`src/rtl/rvp_pkg.sv`:
```
package rvp_pkg;

    // Sine and cosine are held in signed fixed point with this many fraction bits.
    localparam int TRIG_FRAC_BITS = 14;
    localparam int TRIG_W         = TRIG_FRAC_BITS + 2;
    localparam int ANGLE_W        = 9;
    localparam int CFG_ADDR_W     = 2;
    localparam int TABLE_IDX_W    = 7;

    // Configuration register indexes.
    localparam logic [CFG_ADDR_W-1:0] REG_ANGLE   = 2'd0;
    localparam logic [CFG_ADDR_W-1:0] REG_PIVOT_X = 2'd1;
    localparam logic [CFG_ADDR_W-1:0] REG_PIVOT_Y = 2'd2;

    localparam logic [ANGLE_W-1:0] FULL_TURN      = 9'd360;
    localparam logic [ANGLE_W-1:0] THREE_QUARTERS = 9'd270;
    localparam logic [ANGLE_W-1:0] HALF_TURN      = 9'd180;
    localparam logic [ANGLE_W-1:0] QUARTER_TURN   = 9'd90;
    localparam logic [TABLE_IDX_W-1:0] RIGHT_ANGLE = 7'd90;

    localparam logic signed [TRIG_W-1:0] TRIG_ONE = TRIG_W'(1 << TRIG_FRAC_BITS);

    typedef struct packed {
        logic signed [TRIG_W-1:0] sin_q;
        logic signed [TRIG_W-1:0] cos_q;
    } trig_t;

    // sin(d degrees) * 2^14, rounded half up, for d = 0..90.
    localparam logic [TRIG_W-2:0] SINE_TABLE [0:90] = '{
        15'd0,     15'd286,   15'd572,   15'd857,   15'd1143,  15'd1428,  15'd1713,
        15'd1997,  15'd2280,  15'd2563,  15'd2845,  15'd3126,  15'd3406,  15'd3686,
        15'd3964,  15'd4240,  15'd4516,  15'd4790,  15'd5063,  15'd5334,  15'd5604,
        15'd5872,  15'd6138,  15'd6402,  15'd6664,  15'd6924,  15'd7182,  15'd7438,
        15'd7692,  15'd7943,  15'd8192,  15'd8438,  15'd8682,  15'd8923,  15'd9162,
        15'd9397,  15'd9630,  15'd9860,  15'd10087, 15'd10311, 15'd10531, 15'd10749,
        15'd10963, 15'd11174, 15'd11381, 15'd11585, 15'd11786, 15'd11982, 15'd12176,
        15'd12365, 15'd12551, 15'd12733, 15'd12911, 15'd13085, 15'd13255, 15'd13421,
        15'd13583, 15'd13741, 15'd13894, 15'd14044, 15'd14189, 15'd14330, 15'd14466,
        15'd14598, 15'd14726, 15'd14849, 15'd14968, 15'd15082, 15'd15191, 15'd15296,
        15'd15396, 15'd15491, 15'd15582, 15'd15668, 15'd15749, 15'd15826, 15'd15897,
        15'd15964, 15'd16026, 15'd16083, 15'd16135, 15'd16182, 15'd16225, 15'd16262,
        15'd16294, 15'd16322, 15'd16344, 15'd16362, 15'd16374, 15'd16382, 15'd16384
    };

    // Folds an angle in degrees onto the first quadrant and builds sine and cosine.
    function automatic trig_t trig_from_angle(input logic [ANGLE_W-1:0] angle);
        logic [ANGLE_W-1:0]         a;
        logic [ANGLE_W-1:0]         rem;
        logic [1:0]                 quad;
        logic [TABLE_IDX_W-1:0]     r;
        logic signed [TRIG_W-1:0]   sr;
        logic signed [TRIG_W-1:0]   cr;
        trig_t                      t;
        a = (angle >= FULL_TURN) ? angle - FULL_TURN : angle;
        priority if (a >= THREE_QUARTERS)
        begin
            quad = 2'd3;
            rem  = a - THREE_QUARTERS;
        end
        else if (a >= HALF_TURN)
        begin
            quad = 2'd2;
            rem  = a - HALF_TURN;
        end
        else if (a >= QUARTER_TURN)
        begin
            quad = 2'd1;
            rem  = a - QUARTER_TURN;
        end
        else
        begin
            quad = 2'd0;
            rem  = a;
        end
        r  = rem[TABLE_IDX_W-1:0];
        sr = signed'({1'b0, SINE_TABLE[r]});
        cr = signed'({1'b0, SINE_TABLE[RIGHT_ANGLE - r]});
        unique case (quad)
            2'd0:
            begin
                t.sin_q = sr;
                t.cos_q = cr;
            end
            2'd1:
            begin
                t.sin_q = cr;
                t.cos_q = -sr;
            end
            2'd2:
            begin
                t.sin_q = -sr;
                t.cos_q = -cr;
            end
            default:
            begin
                t.sin_q = -cr;
                t.cos_q = sr;
            end
        endcase
        return t;
    endfunction

endpackage

```
`src/rtl/rotate_vertices_about_pivot_top.sv`:
```
// Rotates a stream of 2D integer vertices about a programmable pivot by a
// programmable whole number of degrees, and tracks the bounding box of the
// rotated points of the current shape.
//
// Input channel (s_*): one vertex per transaction; s_tuser carries the flag
// that starts a new shape, which restarts the box at that vertex.
// Output channel (m_*): one transaction per input vertex, in order, with the
// rounded and saturated rotated point and the box including that point.
// Configuration: cfg_we writes cfg_data to register cfg_addr (0 = angle,
// 1 = pivot x, 2 = pivot y); the angle's sine and cosine are looked up at the
// write. Write only while no vertex is in flight.
//
// Throughput is one vertex per cycle while the receiver keeps m_tready high.
// An input transaction passes the input register, multiplier register,
// rounding register and the output register that also holds the box.
// Reset clears the pipeline, the box to (0,0)-(0,0), the angle to zero and
// the pivot to the origin. When the receiver holds m_tready low, the result
// waits in the output register and the three stages behind it keep filling;
// s_tready drops only once all of them are occupied.
module rotate_vertices_about_pivot_top #(
    parameter int COORD_BITS = 16
) (
    input  logic                                   clk,
    input  logic                                   rst_n,
    // Configuration write port.
    input  logic                                   cfg_we,
    input  logic [rvp_pkg::CFG_ADDR_W-1:0]         cfg_addr,
    input  logic [((COORD_BITS > 9) ? COORD_BITS : 9)-1:0] cfg_data,
    // Vertex input.
    input  logic                                   s_tvalid,
    output logic                                   s_tready,
    // s_tdata from bit 0: vertex_x, vertex_y, zero fill.
    input  logic [((2*COORD_BITS+7)/8)*8-1:0]      s_tdata,
    // s_tuser from bit 0: first_of_shape.
    input  logic [0:0]                             s_tuser,
    // Result output.
    output logic                                   m_tvalid,
    input  logic                                   m_tready,
    // m_tdata from bit 0: rotated_x, rotated_y, left_edge, top_edge,
    // right_edge, bottom_edge, zero fill.
    output logic [((6*COORD_BITS+7)/8)*8-1:0]      m_tdata
);

    localparam int M_W = ((6*COORD_BITS+7)/8)*8;

    rvp_pkg::trig_t               trig_reg;
    logic signed [COORD_BITS-1:0] pivot_x_reg, pivot_y_reg;

    logic                         rot_valid, rot_ready, rot_first;
    logic signed [COORD_BITS-1:0] rot_x, rot_y;

    logic                         m_valid_reg;
    logic signed [COORD_BITS-1:0] rx_out_reg, ry_out_reg;
    logic signed [COORD_BITS-1:0] box_min_x_reg, box_min_y_reg;
    logic signed [COORD_BITS-1:0] box_max_x_reg, box_max_y_reg;
    logic signed [COORD_BITS-1:0] box_min_x_next, box_min_y_next;
    logic signed [COORD_BITS-1:0] box_max_x_next, box_max_y_next;
    logic                         load;

    // Configuration registers. The angle is kept only as its sine and cosine.
    always_ff @(posedge clk or negedge rst_n)
    begin
        if (!rst_n)
        begin
            trig_reg.sin_q <= '0;
            trig_reg.cos_q <= rvp_pkg::TRIG_ONE;
            pivot_x_reg    <= '0;
            pivot_y_reg    <= '0;
        end
        else if (cfg_we)
        begin
            if (cfg_addr == rvp_pkg::REG_ANGLE)
                trig_reg <= rvp_pkg::trig_from_angle(cfg_data[rvp_pkg::ANGLE_W-1:0]);
            if (cfg_addr == rvp_pkg::REG_PIVOT_X)
                pivot_x_reg <= cfg_data[COORD_BITS-1:0];
            if (cfg_addr == rvp_pkg::REG_PIVOT_Y)
                pivot_y_reg <= cfg_data[COORD_BITS-1:0];
        end
    end

    rvp_rotate #(
        .COORD_BITS (COORD_BITS)
    ) u_rotate (
        .clk       (clk),
        .rst_n     (rst_n),
        .in_valid  (s_tvalid),
        .in_ready  (s_tready),
        .vertex_x  (s_tdata[COORD_BITS-1:0]),
        .vertex_y  (s_tdata[2*COORD_BITS-1:COORD_BITS]),
        .first_in  (s_tuser[0]),
        .trig      (trig_reg),
        .pivot_x   (pivot_x_reg),
        .pivot_y   (pivot_y_reg),
        .out_valid (rot_valid),
        .out_ready (rot_ready),
        .rot_x     (rot_x),
        .rot_y     (rot_y),
        .first_out (rot_first)
    );

    // The output register takes a new point whenever it is empty or being drained.
    assign rot_ready = !m_valid_reg || m_tready;
    assign load      = rot_valid && rot_ready;

    // A shape start restarts the box at this point; otherwise the box grows to include it.
    always_comb
    begin
        if (rot_first)
        begin
            box_min_x_next = rot_x;
            box_max_x_next = rot_x;
            box_min_y_next = rot_y;
            box_max_y_next = rot_y;
        end
        else
        begin
            box_min_x_next = (rot_x < box_min_x_reg) ? rot_x : box_min_x_reg;
            box_max_x_next = (rot_x > box_max_x_reg) ? rot_x : box_max_x_reg;
            box_min_y_next = (rot_y < box_min_y_reg) ? rot_y : box_min_y_reg;
            box_max_y_next = (rot_y > box_max_y_reg) ? rot_y : box_max_y_reg;
        end
    end

    always_ff @(posedge clk or negedge rst_n)
    begin
        if (!rst_n)
        begin
            m_valid_reg   <= 1'b0;
            box_min_x_reg <= '0;
            box_min_y_reg <= '0;
            box_max_x_reg <= '0;
            box_max_y_reg <= '0;
        end
        else
        begin
            if (rot_ready)
                m_valid_reg <= rot_valid;
            if (load)
            begin
                box_min_x_reg <= box_min_x_next;
                box_min_y_reg <= box_min_y_next;
                box_max_x_reg <= box_max_x_next;
                box_max_y_reg <= box_max_y_next;
            end
        end
    end

    always_ff @(posedge clk)
    begin
        if (load)
        begin
            rx_out_reg <= rot_x;
            ry_out_reg <= rot_y;
        end
    end

    // The box registers hold the box after the point in the output register.
    assign m_tvalid = m_valid_reg;
    assign m_tdata  = M_W'({box_max_y_reg, box_max_x_reg, box_min_y_reg, box_min_x_reg,
                            ry_out_reg, rx_out_reg});

endmodule

```
`src/rtl/rvp_rotate.sv`:
```
module rvp_rotate #(
    parameter int COORD_BITS = 16
) (
    input  logic                         clk,
    input  logic                         rst_n,
    input  logic                         in_valid,
    output logic                         in_ready,
    input  logic signed [COORD_BITS-1:0] vertex_x,
    input  logic signed [COORD_BITS-1:0] vertex_y,
    input  logic                         first_in,
    input  rvp_pkg::trig_t               trig,
    input  logic signed [COORD_BITS-1:0] pivot_x,
    input  logic signed [COORD_BITS-1:0] pivot_y,
    output logic                         out_valid,
    input  logic                         out_ready,
    output logic signed [COORD_BITS-1:0] rot_x,
    output logic signed [COORD_BITS-1:0] rot_y,
    output logic                         first_out
);

    localparam int DIFF_W = COORD_BITS + 1;
    localparam int PROD_W = COORD_BITS + 1 + rvp_pkg::TRIG_W;
    localparam int SUM_W  = PROD_W + 1 + 1;
    localparam int HALF   = 1 << (rvp_pkg::TRIG_FRAC_BITS - 1);

    // Rounds a Q.TRIG_FRAC_BITS total half away from zero and clamps to the coordinate range.
    function automatic logic signed [COORD_BITS-1:0] round_sat(
        input logic signed [SUM_W-1:0] num
    );
        logic signed [SUM_W-1:0]    adj;
        logic signed [SUM_W-1:0]    q;
        logic [SUM_W-COORD_BITS:0]  hi;
        adj = num[SUM_W-1] ? SUM_W'(HALF - 1) : SUM_W'(HALF);
        q   = (num + adj) >>> rvp_pkg::TRIG_FRAC_BITS;
        hi  = q[SUM_W-1:COORD_BITS-1];
        if ((&hi) || (~|hi))
            return q[COORD_BITS-1:0];
        else if (q[SUM_W-1])
            return {1'b1, {(COORD_BITS-1){1'b0}}};
        else
            return {1'b0, {(COORD_BITS-1){1'b1}}};
    endfunction

    logic                         v1_reg, v2_reg, v3_reg;
    logic                         adv1, adv2, adv3;
    logic signed [COORD_BITS-1:0] vx1_reg, vy1_reg;
    logic                         first1_reg, first2_reg, first3_reg;
    logic signed [PROD_W-1:0]     cdx_reg, sdy_reg, sdx_reg, cdy_reg;
    logic signed [PROD_W-1:0]     cdx_next, sdy_next, sdx_next, cdy_next;
    logic signed [COORD_BITS-1:0] rx_reg, ry_reg, rx_next, ry_next;
    logic signed [DIFF_W-1:0]     dx, dy;
    logic signed [PROD_W-1:0]     dx_e, dy_e, sin_e, cos_e;
    logic signed [rvp_pkg::TRIG_W-1:0] sin_c, cos_c;
    logic signed [SUM_W-1:0]      sum_x, sum_y;
    logic signed [SUM_W-1:0]      piv_x_term, piv_y_term;

    assign adv3     = !v3_reg || out_ready;
    assign adv2     = !v2_reg || adv3;
    assign adv1     = !v1_reg || adv2;
    assign in_ready = adv1;

    assign sin_c = trig.sin_q;
    assign cos_c = trig.cos_q;

    always_comb
    begin
        dx       = DIFF_W'(vx1_reg) - DIFF_W'(pivot_x);
        dy       = DIFF_W'(vy1_reg) - DIFF_W'(pivot_y);
        dx_e     = PROD_W'(dx);
        dy_e     = PROD_W'(dy);
        sin_e    = PROD_W'(sin_c);
        cos_e    = PROD_W'(cos_c);
        cdx_next = cos_e * dx_e;
        sdy_next = sin_e * dy_e;
        sdx_next = sin_e * dx_e;
        cdy_next = cos_e * dy_e;
    end

    always_comb
    begin
        piv_x_term = SUM_W'(pivot_x) <<< rvp_pkg::TRIG_FRAC_BITS;
        piv_y_term = SUM_W'(pivot_y) <<< rvp_pkg::TRIG_FRAC_BITS;
        sum_x      = SUM_W'(cdx_reg) - SUM_W'(sdy_reg) + piv_x_term;
        sum_y      = SUM_W'(sdx_reg) + SUM_W'(cdy_reg) + piv_y_term;
        rx_next    = round_sat(sum_x);
        ry_next    = round_sat(sum_y);
    end

    always_ff @(posedge clk or negedge rst_n)
    begin
        if (!rst_n)
        begin
            v1_reg <= 1'b0;
            v2_reg <= 1'b0;
            v3_reg <= 1'b0;
        end
        else
        begin
            if (adv1)
                v1_reg <= in_valid;
            if (adv2)
                v2_reg <= v1_reg;
            if (adv3)
                v3_reg <= v2_reg;
        end
    end

    always_ff @(posedge clk)
    begin
        if (adv1 && in_valid)
        begin
            vx1_reg    <= vertex_x;
            vy1_reg    <= vertex_y;
            first1_reg <= first_in;
        end
        if (adv2 && v1_reg)
        begin
            cdx_reg    <= cdx_next;
            sdy_reg    <= sdy_next;
            sdx_reg    <= sdx_next;
            cdy_reg    <= cdy_next;
            first2_reg <= first1_reg;
        end
        if (adv3 && v2_reg)
        begin
            rx_reg     <= rx_next;
            ry_reg     <= ry_next;
            first3_reg <= first2_reg;
        end
    end

    assign out_valid = v3_reg;
    assign rot_x     = rx_reg;
    assign rot_y     = ry_reg;
    assign first_out = first3_reg;

endmodule

```
`config.mk`:
```
export PLATFORM = sky130hd
export DESIGN_NAME = rotate_vertices_about_pivot_top
export DESIGN_NICKNAME = d
export VERILOG_FILES = /design/src/rtl/rvp_pkg.sv /design/src/rtl/rotate_vertices_about_pivot_top.sv /design/src/rtl/rvp_rotate.sv
export SDC_FILE = /design/constraint.sdc
export NUM_CORES = 2
export LEC_CHECK = 0
export BUFFER_PORTS_ARGS = -buffer_cell sky130_fd_sc_hd__buf_4
export CAP_MARGIN = 20
export CORE_MARGIN = 1.5
export CORE_UTILIZATION = 55
export CTS_CLUSTER_DIAMETER = 30
export DETAILED_ROUTE_END_ITERATION = 6
export GPL_TIMING_DRIVEN = 0
export MAX_ROUTING_LAYER = met4
export PLACE_DENSITY = 0.74
export SKIP_CTS_REPAIR_TIMING = 1
export SLEW_MARGIN = 20
export SYNTH_ARGS = -nofsm -noshare
export SYNTH_HDL_FRONTEND = slang
export SYNTH_SLANG_ARGS = --single-unit
```
`constraint.sdc`:
```
create_clock -name clk -period 8.8 [get_ports clk]
set_clock_uncertainty 0.1 [all_clocks]
set_input_delay 1.76 -clock clk [delete_from_list [all_inputs] [get_ports clk]]
set_output_delay 1.76 -clock clk [all_outputs]
set_load 0.01 [all_outputs]
```
==> implementation parameters <==
Parameter                              Value

Outcome
  Result of the run ... finished with violations
  Violated checks ... negative setup slack

Timing
  Final hold violation count ... 0
  Unrepaired setup endpoints after global routing ... true
  Transition time at the pin with the least slew margin ... 1.34 ns
  Crit path time final ... 9.97 ns
  Final worst path period share ... 113%
  Crit path setup slack, layout ... -1.17 ns
  Final max-slew violation count ... 0
  Setup total negative slack ... -15.67 ns
  Fmax ... 0.100 GHz
  Worst rel slew slack ... 11.0%
  Worst hold slack ... 0.318 ns
  Final setup violation count ... 32

Critical path
  Minimum setup slack among reg-to-reg paths ... -1.17 ns
  End of the worst register-to-register path ... u_rotate.sdx_reg[32]$_DFFE_PP_
  Number of cell instances on the worst register-to-register path ... 40
  Element type at the critical path end ... flip-flop
  Launching element of the worst setup path ... pivot_x_reg[1]$_DFFE_PN0P_
  Critical Path End ... u_rotate.sdx_reg[32]$_DFFE_PP_
  Category of the worst setup path launch point ... flip-flop
  Category of cells accounting for the largest share of critical-path delay ... compound AO/OA/AOI/OAI gates
  Critical Path Slowest Stage Cell ... sky130_fd_sc_hd__fa_1
  Required time at the worst-slack endpoint ... 9.07 ns
  Most common cell type on the critical path ... sky130_fd_sc_hd__o21ai_2
  Reg2Reg Launch Point ... pivot_x_reg[1]$_DFFE_PN0P_
  Delay of the slowest cell on the worst path ... 0.58 ns
  Critical path type ... reg2reg
  Number of stages on the worst setup path ... 40
  Critical path arrival ... 10.24 ns
  Maximum net fanout on the critical path ... 6
  CP bufs+invs ... 6

Clocking
  Clock sink count ... 363
  Clock buffers created by TritonCTS ... 98
  Clock-pin slew reported for the worst setup and hold paths after clock tree synthesis ... 0.04 ns
  Level count of the clock H-tree ... 3
  TritonCTS clock tree ... yes
  Clock Root Buffer ... sky130_fd_sc_hd__clkbuf_16
  Buffer depth of the longest clock path ... 3
  Clock latency at the later pin of the worst-skew pair ... 0.74 ns

Placement
  Estimated wirelength of the detail-placed design ... 209000 um
  Number of cells after detailed placement ... 9385
  Port Buf Inserts ... 151
  Routability congestion estimate ... 1.07

Synthesis
  Post-Syn Area per Cell ... 9.14 sq um
  Commonest cells in the netlist ... 1518 x sky130_fd_sc_hd__inv_1, 1147 x sky130_fd_sc_hd__fa_1, 777 x sky130_fd_sc_hd__nand2_1, 580 x sky130_fd_sc_hd__ha_1, 397 x sky130_fd_sc_hd__and2_1
  Post-synthesis share of cell area spent on xor and xnor gates ... 3.41%
  Unique cell type count in the Yosys netlist ... 114
  FFs w/ async S/R, synth ... 36.4%
  Adder and majority cell fraction of the synthesized area ... 43.7%
  Number of synthesized flops with an enable pin ... 231
  Area fraction in compound gates after synthesis ... 10.4%
  Synthesized Nets ... 9356
  Synthesis Warnings ... 0
  Cell types occupying the most area after synthesis ... sky130_fd_sc_hd__fa_1 33%, sky130_fd_sc_hd__ha_1 10%, sky130_fd_sc_hd__edfxtp_1 10%
  Share of the synthesized area in the top cell type ... 33.2%
  Number of instances in the synthesized netlist ... 7573
  Most repeated cell in the gate-level netlist after synthesis ... sky130_fd_sc_hd__inv_1
  Dominant cell type by area after synthesis ... sky130_fd_sc_hd__fa_1
  #FFs+latches synth ... 363
  Cell area after synthesis ... 69300 sq um
  Register area share after synthesis ... 14.8%
  Main combinational cell family by area after synthesis ... adder cells
  Primary flip-flop cell chosen by synthesis mapping ... sky130_fd_sc_hd__edfxtp_1
  Simple-Gate Fraction of Synth Area ... 15.1%
  Post-synthesis mux area share ... 2.33%

Floorplanning
  CORE AREA ... 125000 sq um
  I/O Pins ... 154
  Placement Rows ... 130
  Area of the die ... 128000 sq um
  Chip height ... 358 um
  Horiz. Die Dim ... 358 um
  Starting utilization of the core area ... 55.3%

Cells and area
  Fraction of final layout cells sized beyond drive strength 1 ... 14.4%
  Area added between synthesis and finish ... 16.7%
  Area of all sequential standard cells ... 10200 sq um
  Filler-free cell count of the finished design ... 9763
  FILL cells ... 10103
  Footprint of the multi-input gates ... 54300 sq um
  Final nets ... 9777

Route
  Via count ... 58969
  First-pass iteration count of the detailed router ... 7
  Total wirelength of the detailed-routed design ... 270000 um
  DRC viols ... 0
  Mean number of vias per cell ... 6.04
  Post-DRT Antenna Nets ... 0
  Average routed wire per standard cell ... 27.6 um
  DRT iter0 DRCs ... 7004

Global routing
  Met1 GRT Util ... 53.6%
  First-pass GRT wire length ... 383000 um
  Total global routing overflow ... 0
  Number of antenna violations at the first check in global routing ... 26
  Via count of the first global-routing pass ... 58206
  Largest net degree at the start of global routing ... 82
  Global Route met2 Usage ... 61.1%
  GRT Util Overall ... 42.9%
  Most crowded layer after global routing ... met2
  Global-route track usage on met3 ... 12.4%

Hold path
  Hold crit path type ... reg2reg

Run
  Max-cap viol count ... 0
## worst min-delay path by stage
stage / start / endpoint / cells after the start
CTS: u_rotate.first2_reg$_DFFE_PP_ / u_rotate.first_out$_DFFE_PP_ / 0
finish: u_rotate.first2_reg$_DFFE_PP_ / u_rotate.first_out$_DFFE_PP_ / 0
global route: u_rotate.first2_reg$_DFFE_PP_ / u_rotate.first_out$_DFFE_PP_ / 0
global placement: u_rotate.first2_reg$_DFFE_PP_ / u_rotate.first_out$_DFFE_PP_ / 0
detailed placement: u_rotate.first2_reg$_DFFE_PP_ / u_rotate.first_out$_DFFE_PP_ / 0
floorplan: u_rotate.first1_reg$_DFFE_PP_ / u_rotate.first2_reg$_DFFE_PP_ / 0
## placed cells by master (no fill, tap or decap), types with 122 or more instances in the layout
cell type and instances:
sky130_fd_sc_hd__buf_4 294, sky130_fd_sc_hd__and2_1 390, sky130_fd_sc_hd__xnor2_1 195, sky130_fd_sc_hd__clkbuf_1 238
sky130_fd_sc_hd__nand2_1 764, sky130_fd_sc_hd__ha_1 537, sky130_fd_sc_hd__edfxtp_1 231, sky130_fd_sc_hd__nand2b_1 125
sky130_fd_sc_hd__nor2b_1 122, sky130_fd_sc_hd__nor2_1 267, sky130_fd_sc_hd__dfrtp_1 124, sky130_fd_sc_hd__a21oi_1 229
sky130_fd_sc_hd__o21ai_0 206, sky130_fd_sc_hd__inv_1 1486, sky130_fd_sc_hd__fa_1 1127
## cell families after synthesis
logic type / count (synthesis)
buffers and inverters: 1891
xor gates and xnor gates: 268
adders and majority gates: 1729
muxes: 143
DFF: 363
AOI/OAI and AO/OA: 1071
and+or+nand+nor: 2108
## stage by stage
step                      utilization [%]  instance area, sq um  worst slack (ns)
after floorplan                         -                 69400          -0.00176
after global placement               58.0                 72600             -3.45
after detailed placement             58.2                 72900             -3.47
after CTS                            61.1                 76500             -3.59
after global routing                 64.5                 80800             -1.26
final                                64.5                 80800             -1.17
## cell type report
cell class	instances	share of cell area [%]
multi-input cells	5319	67.2
plain buffers	362	2.45
diodes	33	0.102
well taps	1650	2.56
flip-flops and latches	363	12.7
clock inverters	61	1.22
repair buffers	325	3.45
clock buffers	125	3.25
inverters	1525	7.13
## per-layer routing
metal	vias to the layer above	share of wire, %	wire length, um
met5	-	0	0
met4	0	7.7	20800
met3	830	11	30200
met2	3462	43	116000
met1	29654	38	102000
li1	25023	-	-
Power is not shown: default switching activity piles up to over one toggle a cycle in this logic, so the estimate is an artifact.
